File: config.mk
export PLATFORM = sky130hd
export DESIGN_NAME = wav_pcm_to_dac_decimator_top
export DESIGN_NICKNAME = d
export VERILOG_FILES = /design/src/rtl/wavdac_pkg.sv /design/src/rtl/wavdac_level.sv /design/src/rtl/wav_pcm_to_dac_decimator_top.sv
export SDC_FILE = /design/constraint.sdc
export NUM_CORES = 1
export LEC_CHECK = 0
export BUFFER_PORTS_ARGS = -buffer_cell sky130_fd_sc_hd__buf_2
export CAP_MARGIN = 30
export CORE_MARGIN = 8
export CORE_UTILIZATION = 29
export CTS_BUF_LIST = sky130_fd_sc_hd__clkbuf_8
export CTS_CLUSTER_SIZE = 8
export DETAILED_ROUTE_END_ITERATION = 10
export SETUP_SLACK_MARGIN = 0.02
export SLEW_MARGIN = 20
export SYNTH_ARGS = -nofsm -noshare
export SYNTH_HDL_FRONTEND = slang
export SYNTH_SLANG_ARGS = --single-unit
File: constraint.sdc
create_clock -name aclk -period 12 [get_ports aclk]
set_input_delay 0.6 -clock aclk [delete_from_list [all_inputs] [get_ports aclk]]
set_output_delay 0.6 -clock aclk [all_outputs]
set_load 0.01 [all_outputs]
File: src/rtl/wavdac_pkg.sv
// Package holding the shared constants, types and helpers of the WAV PCM to DAC decimator.
package wavdac_pkg;

    localparam int BYTE_W   = 8;
    localparam int LEVEL_W  = 12;
    localparam int VOL_W    = 5;
    localparam int RATE_W   = 20;
    localparam int SHIFT_W  = 3;
    localparam int COUNT_W  = 8;
    localparam int CFG_IDX_W = 2;
    localparam int CFG_DATA_W = RATE_W;
    localparam int S_TDATA_W = 4 * BYTE_W;
    localparam int M_TDATA_W = 16;
    localparam int MAX_SHIFT = 7;

    localparam logic [RATE_W-1:0]   RATE_LIMIT = RATE_W'(16000);
    localparam logic [VOL_W-1:0]    MAX_VOL    = VOL_W'(16);
    localparam logic [VOL_W-1:0]    VOL_RESET  = VOL_W'(1);
    localparam logic [SHIFT_W-1:0]  SHIFT_RESET = '0;
    localparam logic [COUNT_W-1:0]  COUNT_ONE  = COUNT_W'(1);

    localparam logic [CFG_IDX_W-1:0] REG_SIXTEEN_BIT = 2'd0;
    localparam logic [CFG_IDX_W-1:0] REG_STEREO      = 2'd1;
    localparam logic [CFG_IDX_W-1:0] REG_VOLUME      = 2'd2;
    localparam logic [CFG_IDX_W-1:0] REG_SAMPLE_RATE = 2'd3;

    typedef struct packed {
        logic                 sixteen_bit;
        logic                 stereo;
        logic [VOL_W-1:0]     volume;
    } wavdac_fmt_t;

    // Number of halvings needed to bring the rate to the limit or below.
    function automatic logic [SHIFT_W-1:0] decim_shift(input logic [RATE_W-1:0] rate);
        logic [SHIFT_W-1:0] sh;
        sh = '0;
        for (int k = 0; k < MAX_SHIFT; k++) begin
            if ((rate >> k) > RATE_LIMIT) begin
                sh = SHIFT_W'(k + 1);
            end
        end
        return sh;
    endfunction

endpackage

File: src/rtl/wavdac_level.sv
// Conversion of one PCM frame to a volume-scaled 12-bit converter level.
module wavdac_level
    import wavdac_pkg::*;
(
    input  wavdac_fmt_t              fmt,
    input  logic [BYTE_W-1:0]        byte_zero,
    input  logic [BYTE_W-1:0]        byte_one,
    input  logic [BYTE_W-1:0]        byte_two,
    input  logic [BYTE_W-1:0]        byte_three,
    output logic [LEVEL_W-1:0]       dac_level
);

    logic [LEVEL_W-1:0]         left;
    logic [LEVEL_W-1:0]         right;
    logic [LEVEL_W:0]           sum;
    logic [LEVEL_W-1:0]         mixed;
    logic [LEVEL_W+VOL_W-1:0]   scaled;

    always_comb begin
        if (fmt.sixteen_bit) begin
            // Adding the offset to a signed word only inverts its top bit.
            left  = {~byte_one[7], byte_one[6:0], byte_zero[7:4]};
            right = {~byte_three[7], byte_three[6:0], byte_two[7:4]};
        end else begin
            left  = {byte_zero, 4'b0000};
            right = {byte_one, 4'b0000};
        end
        sum    = {1'b0, left} + {1'b0, right};
        mixed  = fmt.stereo ? sum[LEVEL_W:1] : left;
        scaled = (LEVEL_W+VOL_W)'(mixed) * (LEVEL_W+VOL_W)'(fmt.volume);
    end

    assign dac_level = scaled[LEVEL_W+3:4];

endmodule

File: src/rtl/wav_pcm_to_dac_decimator_top.sv
// Top level of the WAV PCM to DAC decimator with stream ports and a configuration port.
// The block takes one PCM frame beat per clock cycle while s_tready is high and, for
// each frame that the power-of-two decimation keeps, delivers one 12-bit level by way
// of the input register and then the result register. The decimation counter is
// updated when a frame is taken, so dropped frames are accepted and leave no trace
// downstream. s_tready falls only when both registers hold data and the result is not
// taken. The decimation exponent is worked out when sample_rate is written, so
// configuration writes must be made while no frame is in flight.
module wav_pcm_to_dac_decimator_top
    import wavdac_pkg::*;
(
    input  logic                    aclk,
    input  logic                    aresetn,
    input  logic                    cfg_we,
    input  logic [CFG_IDX_W-1:0]    cfg_addr,
    input  logic [CFG_DATA_W-1:0]   cfg_wdata,
    input  logic                    s_tvalid,
    output logic                    s_tready,
    // byte_zero [7:0], byte_one [15:8], byte_two [23:16], byte_three [31:24]
    input  logic [S_TDATA_W-1:0]    s_tdata,
    output logic                    m_tvalid,
    input  logic                    m_tready,
    // dac_level [11:0], zero padding [15:12]
    output logic [M_TDATA_W-1:0]    m_tdata
);

    wavdac_fmt_t            fmt_reg;
    logic [SHIFT_W-1:0]     decim_shift_reg;
    logic [COUNT_W-1:0]     skip_count_reg;
    logic [COUNT_W-1:0]     skip_count_next;
    logic                   in_valid_reg;
    logic [S_TDATA_W-1:0]   in_data_reg;
    logic                   out_valid_reg;
    logic [LEVEL_W-1:0]     out_level_reg;
    logic [LEVEL_W-1:0]     level;
    logic [COUNT_W-1:0]     factor;
    logic                   s_beat;
    logic                   keep;
    logic                   out_load_ok;
    logic                   advance;

    // Configuration registers.
    always_ff @(posedge aclk) begin
        if (!aresetn) begin
            fmt_reg.sixteen_bit <= 1'b0;
            fmt_reg.stereo      <= 1'b0;
            fmt_reg.volume      <= VOL_RESET;
            decim_shift_reg     <= SHIFT_RESET;
        end else if (cfg_we) begin
            unique case (cfg_addr)
                REG_SIXTEEN_BIT: fmt_reg.sixteen_bit <= cfg_wdata[0];
                REG_STEREO:      fmt_reg.stereo <= cfg_wdata[0];
                REG_VOLUME: begin
                    fmt_reg.volume <= (cfg_wdata[VOL_W-1:0] > MAX_VOL) ?
                                      MAX_VOL : cfg_wdata[VOL_W-1:0];
                end
                REG_SAMPLE_RATE: decim_shift_reg <= decim_shift(cfg_wdata[RATE_W-1:0]);
                default: ;
            endcase
        end
    end

    // Decimation counter.
    assign factor      = COUNT_W'(1) << decim_shift_reg;
    assign out_load_ok = !out_valid_reg || m_tready;
    assign advance     = in_valid_reg && out_load_ok;
    assign s_tready    = !in_valid_reg || out_load_ok;
    assign s_beat      = s_tvalid && s_tready;
    assign keep        = skip_count_reg >= factor;

    always_comb begin
        skip_count_next = skip_count_reg;
        if (s_beat) begin
            skip_count_next = keep ? COUNT_ONE : skip_count_reg + COUNT_ONE;
        end
    end

    always_ff @(posedge aclk) begin
        if (!aresetn) begin
            skip_count_reg <= COUNT_ONE;
            in_valid_reg   <= 1'b0;
            out_valid_reg  <= 1'b0;
        end else begin
            skip_count_reg <= skip_count_next;
            if (s_beat) begin
                in_valid_reg <= keep;
            end else if (advance) begin
                in_valid_reg <= 1'b0;
            end
            if (out_load_ok) begin
                out_valid_reg <= in_valid_reg;
            end
        end
    end

    always_ff @(posedge aclk) begin
        if (s_beat && keep) begin
            in_data_reg <= s_tdata;
        end
        if (advance) begin
            out_level_reg <= level;
        end
    end

    wavdac_level u_level (
        .fmt        (fmt_reg),
        .byte_zero  (in_data_reg[7:0]),
        .byte_one   (in_data_reg[15:8]),
        .byte_two   (in_data_reg[23:16]),
        .byte_three (in_data_reg[31:24]),
        .dac_level  (level)
    );

    assign m_tvalid = out_valid_reg;
    assign m_tdata  = {(M_TDATA_W-LEVEL_W)'(0), out_level_reg};

    a_count_nonzero: assert property (@(posedge aclk) disable iff (!aresetn)
        skip_count_reg != '0)
        else $error("decimation counter reached zero");

    a_count_bound: assert property (@(posedge aclk) disable iff (!aresetn)
        skip_count_reg <= COUNT_W'(128))
        else $error("decimation counter beyond largest factor");

    a_in_held: assert property (@(posedge aclk) disable iff (!aresetn)
        in_valid_reg && !out_load_ok |=> in_valid_reg)
        else $error("stalled frame lost from input register");

    a_out_source: assert property (@(posedge aclk) disable iff (!aresetn)
        $rose(m_tvalid) |-> $past(in_valid_reg))
        else $error("result raised without a frame in the input register");

endmodule
### Word-level counts from Yosys, hierarchy flattened

Cells that the tools add are included.

* multiply operators: 1
* multiplexer cells: 14
* bitwise operators: 2
* shift operators: 1
* add/sub/neg operators: 2
* reduce and logical (&&, ||, !) cells: 13
* equal/unequal tests: 3
* $lt $le $gt $ge: 9

Operator list (number)
* $mux 12: 3
* $gt 20x14->1 const B: 1
* $gt 19x14->1 const B: 1
* $gt 18x14->1 const B: 1
* $mux 3: 6
* $gt 17x14->1 const B: 1
* $gt 16x14->1 const B: 1
* $mul 12x5->16: 1
* $gt 15x14->1 const B: 1
* $gt 14x14->1 const B: 1
* $add 12x12->13: 1
* $add 8x1->8 const B: 1
* $ge 8x8->1: 1
* $mux 8: 1
* $reduce_and 2->1: 4
* $shl 1x3->8 const A: 1
* $gt 5x5->1 const B: 1
* $mux 5: 1
* $eq 2x2->1 const B: 2
* $logic_and 1x1->1: 3
* $mux 1: 3
* $eq 2x1->1 const B: 1
* $logic_not 1->1: 2
* $logic_not 2->1: 1
* 3 further kinds: 5

* register bits after elaboration: 64
* logic and storage cells: 54

### Longest topological paths before layout

* depth after elaboration: 8
* mapped depth: 26
* depth with buffers taken out: 23

### Hierarchy

From an unflattened synthesis, not the netlist that was laid out.

* cell total of the unflattened synthesis: 569
* area, all modules: 5454.0 um^2

Modules (own cells, without submodules)
* wavdac_level: area each 2746.4 um^2, instances 1, cells an instance 358, sequential area each 0.0 um^2
* wav_pcm_to_dac_decimator_top: area each 2707.6 um^2, instances 1, cells an instance 211, sequential area each 1721.7 um^2

### Worst setup path before layout

Ideal clock, no wire load.

* path kind: flip-flop to flip-flop
* start: register fmt_reg[6] (netlist name)
* end: register out_level_reg[11] (data pin)
* path slack: 5.776 ns
* buffers on the path: 3
* library setup time: 0.264 ns
* period minus slack after synthesis: 6.224 ns
* cell stages (with the launch flop): 25
* required time: 11.736 ns
* arrival time: 5.960 ns
* cell sequence: dfxtp_1 -> buf_6 -> clkbuf_1 -> clkbuf_1 -> mux2_2 -> ha_1 -> o21a_1 -> a2111o_1 -> o211a_1 -> o21a_1 -> o31ai_2 -> and2_1 -> fa_1 -> fa_1 -> inv_1 -> fa_1 -> inv_1 -> ha_1 -> nand3_1 -> nor2_1 -> nand4_1 -> nand3_1 -> o31ai_1 -> o21ai_0 -> xnor2_1

* cells in the longest elaborated chain, start to end: 4
* elaborated cells between the ends (all ways): 5
* those cells by class: 1 x add/sub; 1 x mul; 3 x mux

Ends and longest elaborated chain
* from (decl): line wav_pcm_to_dac_decimator_top.sv:27 `wavdac_fmt_t fmt_reg;`
* $mux 12: line wavdac_level.sv:20 `if (fmt.sixteen_bit) begin`
* $add 12x12->13: line wavdac_level.sv:28 `sum = {1'b0, left} + {1'b0, right};`
* $mux 12 (*): line wavdac_level.sv:29 `mixed = fmt.stereo ? sum[LEVEL_W:1] : left;`
* $mul 12x5->16 (*): line wavdac_level.sv:30 `scaled = (LEVEL_W+VOL_W)'(mixed) * (LEVEL_W+VOL_W)'(fmt.volume);`
* via level[11]: line wav_pcm_to_dac_decimator_top.sv:35 `logic [LEVEL_W-1:0] level;`
* to (signal assigned): line wav_pcm_to_dac_decimator_top.sv:101 `out_level_reg <= level;`
* to (decl): line wav_pcm_to_dac_decimator_top.sv:34 `logic [LEVEL_W-1:0] out_level_reg;`

Mark *: on every way through the listed nets, which the timed path passes. The rest lies on a longest branch.
A chain may end at the register's enable or synchronous reset.

### Final worst setup path

Ends and elaborated chain as after synthesis.

==> summary.md <==
| Metric | Value |
|---|---|
| First-pass GRT wire length | 19,700 um |
| Area of the multi-input gates | ~0.0032 mm^2 |
| Actual slew at the worst max-slew pin | between 600 and 700 ps |
| Reg2Reg Depth | 24 |
| Max Transition Viols Final | 0 |
| Register area | ~0.0016 mm^2 |
| Final hold violations | 0 |
| Flops & latches, synth | 60 |
| Status | complete, no violations |
| Crit path kind | reg -> reg |
| Antenna violations before repair | 0 |
| Number of synthesized flops with an enable pin | 40 |
| CTS tree | done |
| CP endpoint | out_level_reg[11]$_DFFE_PP_ |
| Clk buf depth | 2 |
| Worst path depth | 24 |
| CP max FO | 27 |
| Initial Util | 0.296 |
| CTS sink count | 60 |
| Setup bufs post-CTS | 0 |
| Placed instance area | approximately 0.0057 mm^2 |
| Final Util | 0.338 |
| Post-CTS resize count | 0 |
| Nets | ~730 |
| Max FFs per register | 28 |
| Startpoint Class | flop |
| Req. time, crit path | around 12,000 ps |
| FFs w/ async S/R, synth | 0 |
| Die height | roughly 150 um |
| Area grow syn2layout | 14.2% |
| Number of global-route vias before repair | approximately 4,100 |
| Mapped Avg Cell Area | 9.63 um^2 |
| Worst vdd ir | 0.0428 mV |
| Pre-antenna DRT Iters | 4 |
| Fin crit share | 0.532 |
| Pwr dens | ~97 mW/mm^2 |
| WL/cell | between 10 and 15 um |
| P_leak | roughly 2.5 nW |
| Ys Warns | 0 |
| CTS buffer count | 9 |
| Site row count | 48 |
| DIE WIDTH | around 150 um |
| Clock latency on the worst-skew pair | 360 ps |
| Sequential area share after synthesis | 0.313 |
| Routed WL | ~12,000 um |
| Clk_skew | about 9.4 ps |
| Final setup violation count | 0 |
| Pin count of the biggest net entering global routing | 29 |
| Port buffer count | 68 |
| Final min period | about 6400 ps |
| Starting DRC count in detailed routing | roughly 210 |
| Final Cell Area | 0.00585 mm^2 |
| Synth cell types | 63 |
| Post-DP HPWL | 9200 um |
| Clk slew on worst S/H paths | roughly 70 ps |
| Largest stage delay, worst path | between 500 and 600 ps |
| Max frequency | approximately 160 MHz |
| GRT overflow | 0 |
| Via count | roughly 4,000 |
| RSZ-0062 raised after global routing | no |
| Share of layout cells above drive strength 1 | 0.179 |
| GP Congestion | about 0.86 |
| H-tree levels | 3 |
| Critical R2R Capture | out_level_reg[11]$_DFFE_PP_ |
| Vias per Instance | just under 5 |
| Synth Cell Area | roughly 0.005 mm^2 |
| Global-route usage over all layers | 0.110 |
| Post-CTS Hold Buffers | 0 |
| Post-route DRC | 0 |
| Max cap viols | 0 |
| Setup tns final | 0 ps |
| CP delay by family, top | compound AO/OA/AOI/OAI gates |
| Main synth FF type | edfxtp_1 |
| I/O Pins | 77 |
| Fill cells | roughly 1,800 |
| Crit path buffers/inverters | 4 |
| CP Capture Type | flop |
| Worst hold path class | in -> reg |
| Critical-path cell list | buf_4, nand2_1, inv_1, ha_1, a41oi_4, o21ai_2, a2111o_1, o211a_1, o21a_1, o31ai_2, and2_1, fa_1, fa_1, inv_1, fa_1, inv_1, ha_1, nand3_1, nor2_1, nand4_1, nand3_1, o31ai_1, o21ai_0, xnor2_1 |
| Antenna diodes | 0 |
| Die area | roughly 0.022 mm^2 |
| Clock Tree Root | clkbuf_8 |
| Slew HR | 0.535 |
| Worst R2R Setup Slack | 5610 ps |
| CORE AREA | about 0.017 mm^2 |
| Cells after Synth | roughly 530 |
| Post-route ant nets | 0 |
| Slowest-stage cell, CP | fa_1 |
| Crit path launch | fmt_reg[6]$_SDFFE_PN0P_ |
| Critical path arrival | 6490 ps |
| FF-to-FF Start | fmt_reg[6]$_SDFFE_PN0P_ |
metal layers:
metal	wire, um	up-vias	GRT usage
met2	5510	87	0.179
met3	557	9	0.0346
met5	0	-	0
met1	5320	1886	0.138
li1	-	2000	-
met4	124	0	0.0333
cells in the mapped netlist (2+ instances only):
cell      instances  area, um^2
nand2_1          25        93.8
o2111a_1          2        22.5
a21o_1            6        45.0
a21boi_1          2        15.0
o21bai_1          6        45.0
buf_4             4        30.0
nand3_1           7        35.0
nor3_1            8        40.0
nand3b_1          6        45.0
and3_1           11        68.8
o21a_1            5        37.5
buf_1             2        7.51
nor3b_1           5        37.5
and4_1            2        17.5
xor2_1           12         105
nand2b_1          8        50.1
o21ai_0          18        90.1
or2_2             2        12.5
a211o_1           4        35.0
fa_1             29         581
and2_1           24         150
or3b_2            2        17.5
mux2_2           15         169
ha_1             42         526
inv_1            53         199
mux2i_1           6        60.1
a2111o_1          2        22.5
nor4_1            2        12.5
a311oi_1          2        17.5
edfxtp_1         40        1200
clkbuf_1         11        41.3
dfxtp_1          20         400
xnor2_1          14         123
nand4_1          10        62.6
a31oi_1           6        37.5
nor2b_1           8        50.1
a211oi_1         11        82.6
a21oi_1          27         135
nor2_1           49         184
report_power, final:
group	total, mW	switching [mW]	internal (mW)
combinational	0.159	0.0920	0.0666
sequential	0.256	0.0100	0.246
clock	0.154	0.0817	0.0721
metrics by stage:
stage	hold slack (ps)	std cells	total power, mW	setup slack (ps)
floorplan	455	535	0.373	5780
global placement	486	813	0.419	5620
detailed placement	489	813	0.419	5550
CTS	389	829	0.578	5540
global route	386	829	0.610	5040
finish	412	829	0.568	5610
worst min path at each step:
stage	slack, ps	start	depth (start not counted)	endpoint
after floorplan	450	in_valid_reg$_SDFFE_PN0P_	2	m_tvalid$_SDFFE_PN0P_
after global placement	490	in_valid_reg$_SDFFE_PN0P_	2	m_tvalid$_SDFFE_PN0P_
after detailed placement	490	in_valid_reg$_SDFFE_PN0P_	2	m_tvalid$_SDFFE_PN0P_
after CTS	390	s_tdata[25]	1	in_data_reg[25]$_DFFE_PP_
after global routing	390	s_tdata[25]	1	in_data_reg[25]$_DFFE_PP_
final	410	s_tdata[9]	1	in_data_reg[9]$_DFFE_PP_
cells in the final DEF (no fill, tap or decap), drive strengths merged, types with 6 or more instances in the layout:
| cell type | count |
|---|---|
| inv | 57 |
| o21bai | 6 |
| nor2b | 8 |
| a211oi | 11 |
| a31oi | 6 |
| nand3b | 6 |
| and2 | 24 |
| xor2 | 12 |
| nand3 | 7 |
| xnor2 | 14 |
| and3 | 11 |
| nand4 | 10 |
| fa | 29 |
| a21o | 6 |
| mux2 | 15 |
| ha | 42 |
| buf | 71 |
| nor3 | 8 |
| mux2i | 6 |
| edfxtp | 40 |
| nor2 | 50 |
| nand2 | 25 |
| clkbuf | 9 |
| o21ai | 20 |
| dfxtp | 20 |
| a21oi | 27 |
| nand2b | 8 |
cell type report:
type / count / share of cell area
multi-input combinational: 403 / 0.554
sequential: 60 / 0.274
timing repair buffer: 71 / 0.0620
tap: 225 / 0.0481
inverter: 54 / 0.0346
clock buffer: 9 / 0.0212
clock inverter: 7 / 0.00620
cell families (layout without fill, tap and decap cells):
family                     Yosys count  in the layout  synth area share
AOI/OAI and AO/OA                  105            105             0.143
and+or+nand+nor                    176            176             0.182
xor gates and xnor gates            26             26            0.0444
adders and majority gates           71             71             0.216
muxes                               21             21            0.0447
other                                1              4          0.000732
buffers and inverters               72            141            0.0571
DFF                                 60             60             0.312
No activity file was read; power rests on OpenSTA's default activity.
